### src/rtl/core/fuap_pkg.sv
// Shared types and constants for the H.264 FU-A packetizer.
// Used by fuap_core, fuap_obuf and h264_fu_a_packetizer; no dependencies.
`default_nettype none

package fuap_pkg;

	// Longest NAL unit accepted; longer lengths are clamped to this value
	localparam int unsigned MAX_NAL_BYTES = 65535;
	localparam logic [15:0] NAL_LEN_CAP =
		(MAX_NAL_BYTES >= 65535) ? 16'hffff : 16'(MAX_NAL_BYTES);

	localparam logic [15:0] MAX_PAYLOAD_RST = 16'd1400;
	localparam logic [15:0] MIN_PAYLOAD     = 16'd3;

	// NAL header fields and FU-A codes
	localparam logic [7:0] NAL_TYPE_MASK = 8'h1f;
	localparam logic [7:0] NAL_NRI_MASK  = 8'h60;
	localparam logic [7:0] FU_A_TYPE     = 8'd28;
	localparam logic [4:0] TYPE_LIMIT    = 5'd24;
	localparam logic [7:0] FU_START_BIT  = 8'h80;
	localparam logic [7:0] FU_END_BIT    = 8'h40;

	// Error codes
	localparam logic [1:0] ERR_NONE  = 2'd0;
	localparam logic [1:0] ERR_LIMIT = 2'd1;
	localparam logic [1:0] ERR_EMPTY = 2'd2;
	localparam logic [1:0] ERR_TYPE  = 2'd3;

	// Number of result words one input causes
	localparam logic [1:0] CNT_NONE = 2'd0;
	localparam logic [1:0] CNT_ONE  = 2'd1;
	localparam logic [1:0] CNT_FRAG = 2'd3;

	// One result word
	typedef struct packed {
		logic [7:0] payload_byte;
		logic       packet_start;
		logic       packet_end;
		logic       marker;
		logic [1:0] error_code;
		logic       last_of_run;
	} word_t;

	// All result words caused by one input word
	typedef struct packed {
		logic [1:0] cnt;
		word_t      w2;
		word_t      w1;
		word_t      w0;
	} group_t;

endpackage

`default_nettype wire

### src/rtl/core/h264_fu_a_packetizer.sv
// Top level of the H.264 RTP packetizer (single NAL and FU-A modes).
// Depends on fuap_pkg, fuap_core and fuap_obuf.
//
//  Channel   Direction  Contents (low bit first)
//  s_axis    in         tdata: data_byte[7:0], nal_bytes[23:8]; tlast: unit_last_nal
//  m_axis    out        tdata: payload_byte; tuser: start, end, marker, error_code;
//                       tlast: last_of_run
//  cfg       in         cfg_we / cfg_wdata: max_payload_bytes
//
// One input word per cycle while the input side is not held; each word yields zero, one or three result words.
// A word that opens a fragment holds the input side while the result register
// sends indicator, header and data byte.
// An input word passes the input register and then the result register before its first result.
// Reset clears all NAL state; max_payload_bytes returns to 1400.
// Back-pressure on m_axis stalls the result register, then the input register.
`default_nettype none

module h264_fu_a_packetizer
	import fuap_pkg::*;
(
	input  wire logic        clk,
	input  wire logic        arst_n,
	input  wire logic        cfg_we,
	input  wire logic [15:0] cfg_wdata,
	input  wire logic        s_axis_tvalid,
	output logic             s_axis_tready,
	input  wire logic [23:0] s_axis_tdata,   // data_byte[7:0], nal_bytes[23:8]
	input  wire logic        s_axis_tlast,
	output logic             m_axis_tvalid,
	input  wire logic        m_axis_tready,
	output logic [7:0]       m_axis_tdata,   // payload_byte[7:0]
	output logic [4:0]       m_axis_tuser,   // start[0], end[1], marker[2], error_code[4:3]
	output logic             m_axis_tlast
);

	logic [15:0] max_payload_q;
	logic        valid_s1;
	logic [7:0]  byte_s1;
	logic [15:0] len_s1;
	logic        ulast_s1;
	logic        load_ok, take;
	group_t      grp;
	word_t       out_word;

	// Payload limit register
	always_ff @(posedge clk or negedge arst_n) begin
		if (!arst_n) begin
			max_payload_q <= MAX_PAYLOAD_RST;
		end else if (cfg_we) begin
			max_payload_q <= cfg_wdata;
		end
	end

	// Input register
	assign take          = valid_s1 && load_ok;
	assign s_axis_tready = !valid_s1 || load_ok;

	always_ff @(posedge clk or negedge arst_n) begin
		if (!arst_n) begin
			valid_s1 <= 1'b0;
		end else if (s_axis_tready) begin
			valid_s1 <= s_axis_tvalid;
		end
	end

	always_ff @(posedge clk) begin
		if (s_axis_tready && s_axis_tvalid) begin
			byte_s1  <= s_axis_tdata[7:0];
			len_s1   <= s_axis_tdata[23:8];
			ulast_s1 <= s_axis_tlast;
		end
	end

	fuap_core u_core (
		.clk               (clk),
		.arst_n            (arst_n),
		.max_payload_bytes (max_payload_q),
		.take              (take),
		.data_byte         (byte_s1),
		.nal_bytes         (len_s1),
		.unit_last_nal     (ulast_s1),
		.grp               (grp)
	);

	fuap_obuf u_obuf (
		.clk       (clk),
		.arst_n    (arst_n),
		.grp       (grp),
		.load      (take && (grp.cnt != CNT_NONE)),
		.load_ok   (load_ok),
		.out_valid (m_axis_tvalid),
		.out_ready (m_axis_tready),
		.out_word  (out_word)
	);

	// Output packing
	assign m_axis_tdata = out_word.payload_byte;
	assign m_axis_tuser = {out_word.error_code, out_word.marker,
		out_word.packet_end, out_word.packet_start};
	assign m_axis_tlast = out_word.last_of_run;

endmodule

`default_nettype wire

### src/rtl/core/fuap_core.sv
// Packetizer step logic: NAL/fragment state and result computation per word.
// Depends on fuap_pkg.
`default_nettype none

module fuap_core
	import fuap_pkg::*;
(
	input  wire logic        clk,
	input  wire logic        arst_n,
	input  wire logic [15:0] max_payload_bytes,
	input  wire logic        take,
	input  wire logic [7:0]  data_byte,
	input  wire logic [15:0] nal_bytes,
	input  wire logic        unit_last_nal,
	output group_t           grp
);

	logic [15:0] nal_offset_q, frag_pos_q;
	logic [7:0]  fu_ind_q;
	logic [4:0]  orig_type_q;
	logic        fragmenting_q, dropping_q;

	logic [15:0] nal_offset_n, frag_pos_n;
	logic [7:0]  fu_ind_n;
	logic [4:0]  orig_type_n;
	logic        fragmenting_n, dropping_n;

	logic [15:0] len, cap;
	logic [4:0]  nal_type;
	logic        nal_end, unit_end, frag_end, first_frag, last_frag;
	logic [1:0]  err;
	logic [7:0]  fu_hdr;

	// Length clamp, end-of-NAL / end-of-fragment tests, FU header and error code
	always_comb begin
		len      = (nal_bytes > NAL_LEN_CAP) ? NAL_LEN_CAP : nal_bytes;
		nal_end  = ({1'b0, nal_offset_q} + 17'd1) >= {1'b0, len};
		unit_end = nal_end && unit_last_nal;
		nal_type = 5'(data_byte & NAL_TYPE_MASK);
		cap      = (max_payload_bytes >= MIN_PAYLOAD) ? (max_payload_bytes - 16'd2) : 16'd1;
		frag_end = nal_end || (({1'b0, frag_pos_q} + 17'd1) >= {1'b0, cap});
		first_frag = (nal_offset_q == 16'd1);
		last_frag  = (nal_offset_q >= len) || ((len - nal_offset_q) <= cap);
		fu_hdr = {3'b000, orig_type_q} | (first_frag ? FU_START_BIT : 8'h00)
			| (last_frag ? FU_END_BIT : 8'h00);
		if (max_payload_bytes < MIN_PAYLOAD) begin
			err = ERR_LIMIT;
		end else if (len == 16'd0) begin
			err = ERR_EMPTY;
		end else if ((nal_type == 5'd0) || (nal_type >= TYPE_LIMIT)) begin
			err = ERR_TYPE;
		end else begin
			err = ERR_NONE;
		end
	end

	// Results and next state for the word being taken
	always_comb begin
		nal_offset_n  = nal_offset_q;
		frag_pos_n    = frag_pos_q;
		fu_ind_n      = fu_ind_q;
		orig_type_n   = orig_type_q;
		fragmenting_n = fragmenting_q;
		dropping_n    = dropping_q;
		grp           = '0;

		priority if (dropping_q) begin
			if (unit_end) begin
				dropping_n = 1'b0;
			end
		end else if (nal_offset_q == 16'd0) begin
			priority if (err != ERR_NONE) begin
				grp.cnt            = CNT_ONE;
				grp.w0.error_code  = err;
				grp.w0.last_of_run = 1'b1;
				if (!unit_end) begin
					dropping_n = 1'b1;
				end
			end else if (len <= max_payload_bytes) begin
				fragmenting_n       = 1'b0;
				grp.cnt             = CNT_ONE;
				grp.w0.payload_byte = data_byte;
				grp.w0.packet_start = 1'b1;
				grp.w0.packet_end   = nal_end;
				grp.w0.marker       = unit_end;
				grp.w0.last_of_run  = 1'b1;
			end else begin
				fragmenting_n = 1'b1;
				fu_ind_n      = (data_byte & NAL_NRI_MASK) | FU_A_TYPE;
				orig_type_n   = nal_type;
				frag_pos_n    = 16'd0;
			end
		end else if (!fragmenting_q) begin
			grp.cnt             = CNT_ONE;
			grp.w0.payload_byte = data_byte;
			grp.w0.packet_end   = nal_end;
			grp.w0.marker       = unit_end;
			grp.w0.last_of_run  = 1'b1;
		end else begin
			if (frag_pos_q == 16'd0) begin
				// indicator, header, then the data byte
				grp.cnt             = CNT_FRAG;
				grp.w0.payload_byte = fu_ind_q;
				grp.w0.packet_start = 1'b1;
				grp.w1.payload_byte = fu_hdr;
				grp.w2.payload_byte = data_byte;
				grp.w2.packet_end   = frag_end;
				grp.w2.marker       = unit_end;
				grp.w2.last_of_run  = 1'b1;
			end else begin
				grp.cnt             = CNT_ONE;
				grp.w0.payload_byte = data_byte;
				grp.w0.packet_end   = frag_end;
				grp.w0.marker       = unit_end;
				grp.w0.last_of_run  = 1'b1;
			end
			frag_pos_n = frag_end ? 16'd0 : (frag_pos_q + 16'd1);
		end

		if (nal_end) begin
			nal_offset_n  = 16'd0;
			frag_pos_n    = 16'd0;
			fragmenting_n = 1'b0;
		end else begin
			nal_offset_n = nal_offset_q + 16'd1;
		end
	end

	// State registers, updated once per taken word
	always_ff @(posedge clk or negedge arst_n) begin
		if (!arst_n) begin
			nal_offset_q  <= '0;
			frag_pos_q    <= '0;
			fu_ind_q      <= '0;
			orig_type_q   <= '0;
			fragmenting_q <= 1'b0;
			dropping_q    <= 1'b0;
		end else if (take) begin
			nal_offset_q  <= nal_offset_n;
			frag_pos_q    <= frag_pos_n;
			fu_ind_q      <= fu_ind_n;
			orig_type_q   <= orig_type_n;
			fragmenting_q <= fragmenting_n;
			dropping_q    <= dropping_n;
		end
	end

endmodule

`default_nettype wire

### src/rtl/core/fuap_obuf.sv
// Result register: holds the words of one input and sends them one by one.
// Depends on fuap_pkg.
`default_nettype none

module fuap_obuf
	import fuap_pkg::*;
(
	input  wire logic   clk,
	input  wire logic   arst_n,
	input  wire group_t grp,
	input  wire logic   load,
	output logic        load_ok,
	output logic        out_valid,
	input  wire logic   out_ready,
	output word_t       out_word
);

	word_t      words_q [3];
	logic [1:0] cnt_q, idx_q;
	logic       busy_q;
	logic       at_last;

	assign at_last   = (idx_q == (cnt_q - 2'd1));
	assign load_ok   = !busy_q || (out_ready && at_last);
	assign out_valid = busy_q;
	assign out_word  = words_q[idx_q];

	// Control: word index and occupancy
	always_ff @(posedge clk or negedge arst_n) begin
		if (!arst_n) begin
			cnt_q  <= CNT_NONE;
			idx_q  <= 2'd0;
			busy_q <= 1'b0;
		end else if (load_ok) begin
			busy_q <= load;
			cnt_q  <= grp.cnt;
			idx_q  <= 2'd0;
		end else if (out_ready) begin
			idx_q <= idx_q + 2'd1;
		end
	end

	// Payload words
	always_ff @(posedge clk) begin
		if (load_ok && load) begin
			words_q[0] <= grp.w0;
			words_q[1] <= grp.w1;
			words_q[2] <= grp.w2;
		end
	end

endmodule

`default_nettype wire
### config.mk
export PLATFORM = sky130hd
export DESIGN_NAME = h264_fu_a_packetizer
export DESIGN_NICKNAME = d
export VERILOG_FILES = /design/src/rtl/core/fuap_pkg.sv /design/src/rtl/core/h264_fu_a_packetizer.sv /design/src/rtl/core/fuap_core.sv /design/src/rtl/core/fuap_obuf.sv
export SDC_FILE = /design/constraint.sdc
export NUM_CORES = 1
export LEC_CHECK = 0
export BUFFER_PORTS_ARGS = -buffer_cell sky130_fd_sc_hd__buf_2
export CAP_MARGIN = 20
export CORE_UTILIZATION = 40
export CTS_BUF_LIST = sky130_fd_sc_hd__clkbuf_8
export CTS_CLUSTER_DIAMETER = 30
export DETAILED_ROUTE_END_ITERATION = 6
export PLACE_DENSITY = 0.59
export SYNTH_ARGS = -nofsm -noshare
export SYNTH_HDL_FRONTEND = slang
export SYNTH_SLANG_ARGS = --single-unit
export TNS_END_PERCENT = 50
### constraint.sdc
create_clock -name clk -period 7.3 [get_ports clk]
set_input_delay 0.73 -clock clk [delete_from_list [all_inputs] [get_ports clk]]
set_output_delay 0.73 -clock clk [all_outputs]
set_load 0.05 [all_outputs]
==> impl_results.html <==
<table>
<tr><th>Metric</th><th>Value</th></tr>
<tr><th colspan="2">Outcome</th></tr>
<tr><td>Run status</td><td>finished, final reports clean</td></tr>
<tr><th colspan="2">Yosys</th></tr>
<tr><td>Sequential share of the synthesized area</td><td>0.402</td></tr>
<tr><td>Post-synthesis cell type count</td><td>66</td></tr>
<tr><td>Share of flip-flops with an asynchronous set or reset</td><td>0.529</td></tr>
<tr><td>Post-synthesis sequential element count</td><td>approximately 120</td></tr>
<tr><td>Prevailing post-synth register cell</td><td>sky130_fd_sc_hd__dfrtp_1</td></tr>
<tr><td>Synthesized net count</td><td>980</td></tr>
<tr><td>Netlist area before placement</td><td>~8300 µm²</td></tr>
<tr><td>Number of cells produced by synthesis</td><td>around 850</td></tr>
<tr><td>EDFF count, synth</td><td>57</td></tr>
<tr><td>Mean post-synth cell area</td><td>around 10 µm²</td></tr>
<tr><td>Syn. warnings</td><td>0</td></tr>
<tr><th colspan="2">Floorplan</th></tr>
<tr><td>Row count</td><td>52</td></tr>
<tr><td>Initial Util</td><td>0.408</td></tr>
<tr><td>I/O pin count</td><td>62</td></tr>
<tr><td>Area of the core</td><td>20200 µm²</td></tr>
<tr><td>Die X-Extent</td><td>~150 µm</td></tr>
<tr><td>Die footprint</td><td>~21000 µm²</td></tr>
<tr><td>Die Span Y</td><td>146 µm</td></tr>
<tr><th colspan="2">Setup path</th></tr>
<tr><td>Delay of the slowest cell on the worst path</td><td>0.86 ns</td></tr>
<tr><td>Crit path max fanout</td><td>16</td></tr>
<tr><td>Cell with the largest stage delay on the worst path</td><td>sky130_fd_sc_hd__nor3b_2</td></tr>
<tr><td>Worst path bufs/invs</td><td>0</td></tr>
<tr><td>Worst path most repeated cell</td><td>sky130_fd_sc_hd__and3_1</td></tr>
<tr><td>Worst endpoint required time</td><td>roughly 7.7 ns</td></tr>
<tr><td>Endpoint class of the critical path</td><td>flop</td></tr>
<tr><td>Arrival time worst endpoint</td><td>slightly below 5 ns</td></tr>
<tr><td>Critical Path Source Type</td><td>flop</td></tr>
<tr><td>Category of the most critical setup path</td><td>flop to flop</td></tr>
<tr><td>Cell family contributing the most delay on the critical path</td><td>simple AND/OR/NAND/NOR gates</td></tr>
<tr><td>List of cells traversed by the critical path</td><td>ha_1, and3_1, and3_1, and3_1, nand3_1, xnor2_1, ha_1, a21o_1, a21oi_1, o31ai_1, nand3b_1, nor3b_2, o211ai_2, o22ai_1</td></tr>
<tr><th colspan="2">Place</th></tr>
<tr><td>Post-placement cell area</td><td>between 8000 and 9000 µm²</td></tr>
<tr><td>RePlAce Congestion</td><td>0.881</td></tr>
<tr><td>Port Buf Inserts</td><td>61</td></tr>
<tr><td>DPL Wire Length</td><td>roughly 16 mm</td></tr>
<tr><td>Pre-CTS setup slack</td><td>2.86 ns</td></tr>
<tr><td>Cell Count Post-Placement</td><td>1158</td></tr>
<tr><th colspan="2">STA</th></tr>
<tr><td>Worst Max-Slew Pin Slew</td><td>1.05 ns</td></tr>
<tr><td>Maximum clock rate</td><td>roughly 0.22 GHz</td></tr>
<tr><td>Period utilization</td><td>0.614</td></tr>
<tr><td>Pins Over Slew Limit</td><td>0</td></tr>
<tr><td>Setup TNS Final</td><td>0 ns</td></tr>
<tr><td>Max-slew headroom at the worst pin</td><td>0.298</td></tr>
<tr><td>Unrepaired setup endpoints after global routing</td><td>no</td></tr>
<tr><td>Final critical-path setup slack</td><td>approximately 2.8 ns</td></tr>
<tr><td>Clock skew</td><td>between 0.01 and 0.015 ns</td></tr>
<tr><td>Post-route minimum period</td><td>roughly 4.5 ns</td></tr>
<tr><td>Number of hold violations in the final report</td><td>0</td></tr>
<tr><td>Final-report setup violation count</td><td>0</td></tr>
<tr><th colspan="2">CTS</th></tr>
<tr><td>Cells resized by post-CTS repair</td><td>0</td></tr>
<tr><td>Post-CTS Repair Setup Buffers</td><td>0</td></tr>
<tr><td>Number of hold buffers added after CTS</td><td>0</td></tr>
<tr><td>Count of H-tree levels built during CTS</td><td>4</td></tr>
<tr><td>Latest clock arrival within the worst-skew pair</td><td>0.46 ns</td></tr>
<tr><td>Maximum buffer depth of the clock tree</td><td>2</td></tr>
<tr><td>CTS clock-pin slew for the worst setup and hold paths</td><td>approximately 0.080 ns</td></tr>
<tr><td>Total CTS buffers</td><td>17</td></tr>
<tr><td>Clock Sink Count</td><td>between 100 and 150</td></tr>
<tr><td>Clock tree from TritonCTS</td><td>yes</td></tr>
<tr><td>Clock tree root driver cell</td><td>sky130_fd_sc_hd__clkbuf_8</td></tr>
<tr><th colspan="2">Flow run</th></tr>
<tr><td>Max cap viols</td><td>0</td></tr>
<tr><th colspan="2">Layout</th></tr>
<tr><td>Final Net Count</td><td>1040</td></tr>
<tr><td>Fraction of final layout cells sized beyond drive strength 1</td><td>0.138</td></tr>
<tr><td>Number of standard cells in the layout, taps in and fillers out</td><td>around 1.2k</td></tr>
<tr><td>Number of diodes added for antenna fixing</td><td>0</td></tr>
<tr><td>Commonest cells after routing, fill and taps aside</td><td>sky130_fd_sc_hd__ha_1, sky130_fd_sc_hd__nand2_1, sky130_fd_sc_hd__inv_1, sky130_fd_sc_hd__buf_2, sky130_fd_sc_hd__dfrtp_1</td></tr>
<tr><td>Leading cell type in the layout, fill and taps excluded</td><td>sky130_fd_sc_hd__ha_1</td></tr>
<tr><td>Design area</td><td>around 9200 µm²</td></tr>
<tr><td>Layout area overhead</td><td>11.6%</td></tr>
<tr><th colspan="2">Routing</th></tr>
<tr><td>Avg WL per Cell</td><td>approximately 17 µm</td></tr>
<tr><td>Total via count in the routed design</td><td>approximately 6.5k</td></tr>
<tr><td>Number of search-and-repair iterations in the first detailed-routing pass</td><td>5</td></tr>
<tr><td>Vias per cell</td><td>between 5 and 6</td></tr>
<tr><td>Total Routed Length</td><td>between 20 and 25 mm</td></tr>
<tr><td>DRC</td><td>0</td></tr>
<tr><td>Detailed Route Iter0 Violations</td><td>421</td></tr>
<tr><td>Antenna violation net count after detailed routing</td><td>0</td></tr>
<tr><th colspan="2">Power</th></tr>
<tr><td>Power per cell area</td><td>just under 400 nW/µm²</td></tr>
<tr><td>IR drop worst, VDD</td><td>0.156 mV</td></tr>
<tr><td>Static power due to leakage</td><td>3.97 nW</td></tr>
<tr><td>Final Total Pwr</td><td>approximately 3.7 mW</td></tr>
<tr><th colspan="2">Global routing</th></tr>
<tr><td>Maximum number of pins on one net before global-route repair</td><td>65</td></tr>
<tr><td>Global-route usage over all layers</td><td>0.205</td></tr>
<tr><td>Via count of the first global-routing pass</td><td>6372</td></tr>
<tr><td>Global route total overflow</td><td>0</td></tr>
<tr><td>First-pass GRT wire length</td><td>around 34 mm</td></tr>
<tr><td>Initial antenna violation count</td><td>0</td></tr>
<tr><th colspan="2">Worst hold path</th></tr>
<tr><td>Min-delay worst type</td><td>input port to asynchronous set/reset pin</td></tr>
</table>
[area by class of cell]
type / instances / area [µm²]
Fill cell: 1960 / 11000
Sequential cell: 121 / 3320
Clock inverter: 15 / 156
Inverter: 71 / 267
Clock buffer: 17 / 234
Multi-Input combinational cell: 630 / 4560
Timing Repair Buffer: 66 / 343
Tap cell: 270 / 338
[routing by layer]
layer,vias to the layer above,GRT usage,part of all wire
met4,0,0.0674,0.018
met3,27,0.0392,0.038
li1,3202,-,-
met2,137,0.329,0.47
met1,3107,0.278,0.47
met5,-,0,0
[report_power, final]
part | internal (mW) | switching [mW]
Combinational | 0.696 | 1.17
Clock | 0.283 | 0.329
Sequential | 0.963 | 0.215
[logic make-up (layout without fill, tap and decap cells)]
| family | Yosys count | count (layout) | synth area share |
|---|---|---|---|
| AO/OA/AOI/OAI | 179 | 179 | 0.145 |
| adder cells (fa/ha/maj) | 87 | 87 | 0.133 |
| flip-flops | 121 | 121 | 0.402 |
| XOR/XNOR | 49 | 49 | 0.0519 |
| buffers and inverters | 96 | 169 | 0.0463 |
| AND/OR/NAND/NOR | 285 | 285 | 0.181 |
| multiplexers | 30 | 30 | 0.0410 |
[state kept, by name, indices dropped and copies added, names as in the netlist, 2 cells and up]
register / count
u_core.nal_offset_q: 16
len_s1: 16
u_obuf.idx_q: 2
u_core.orig_type_q: 5
u_obuf.words_q: 32
max_payload_q: 16
u_core.fu_ind_q: 3
byte_s1: 8
u_core.frag_pos_q: 16
u_obuf.cnt_q: 2
[worst paths after layout]
| kind | startpoint | endpoint | slack [ns] | depth (start not counted) |
|---|---|---|---|---|
| max | u_core.nal_offset_q[0] | u_core.frag_pos_q[6] | 2.82 | 14 |
| min | arst_n | max_payload_q[7] | 0.44 | 2 |
| max reg2reg | u_core.nal_offset_q[0] | u_core.frag_pos_q[6] | 2.82 | 14 |
| min reg2reg | u_core.fu_ind_q[4] | u_core.fu_ind_q[4] | 0.47 | 1 |
| max in group asynchronous | arst_n | u_core.nal_offset_q[1] | 6.24 | 2 |
| min in group clk | s_axis_tdata[1] | byte_s1[1] | 0.45 | 1 |
[cell usage after synthesis (all sizes together), types with 4 or more instances]
cell type | instances | area [µm²]
o211ai | 5 | 42.5
a221oi | 7 | 61.3
nand2b | 8 | 50.1
nand4 | 24 | 156
a31oi | 4 | 25.0
dfstp | 6 | 158
a21oi | 35 | 179
mux2i | 20 | 200
nor3 | 18 | 90.1
o22ai | 6 | 37.5
o31ai | 5 | 37.5
mux2 | 10 | 139
nand2 | 83 | 312
nand3 | 33 | 165
ha | 86 | 1080
nor4 | 16 | 113
a22o | 14 | 123
nor2 | 33 | 126
xor2 | 7 | 61.3
and2 | 29 | 181
o21a | 7 | 52.6
and3 | 16 | 100
edfxtp | 57 | 1710
o21ai | 57 | 285
inv | 71 | 267
a21o | 14 | 105
buf | 9 | 56.3
a211oi | 5 | 37.5
nor2b | 8 | 50.1
and4 | 5 | 43.8
dfrtp | 58 | 1450
or2 | 4 | 25.0
clkbuf | 16 | 60.1
xnor2 | 42 | 368
[stage by stage]
| step | hold slack (ns) | util |
|---|---|---|
| after detailed placement | 0.457 | 0.436 |
| after CTS | 0.419 | 0.456 |
| after global routing | 0.409 | 0.456 |
| after global placement | 0.452 | 0.436 |
| final | 0.445 | 0.456 |
| after floorplan | 0.434 | - |
Note: power is estimated with default switching activity, not from simulation.
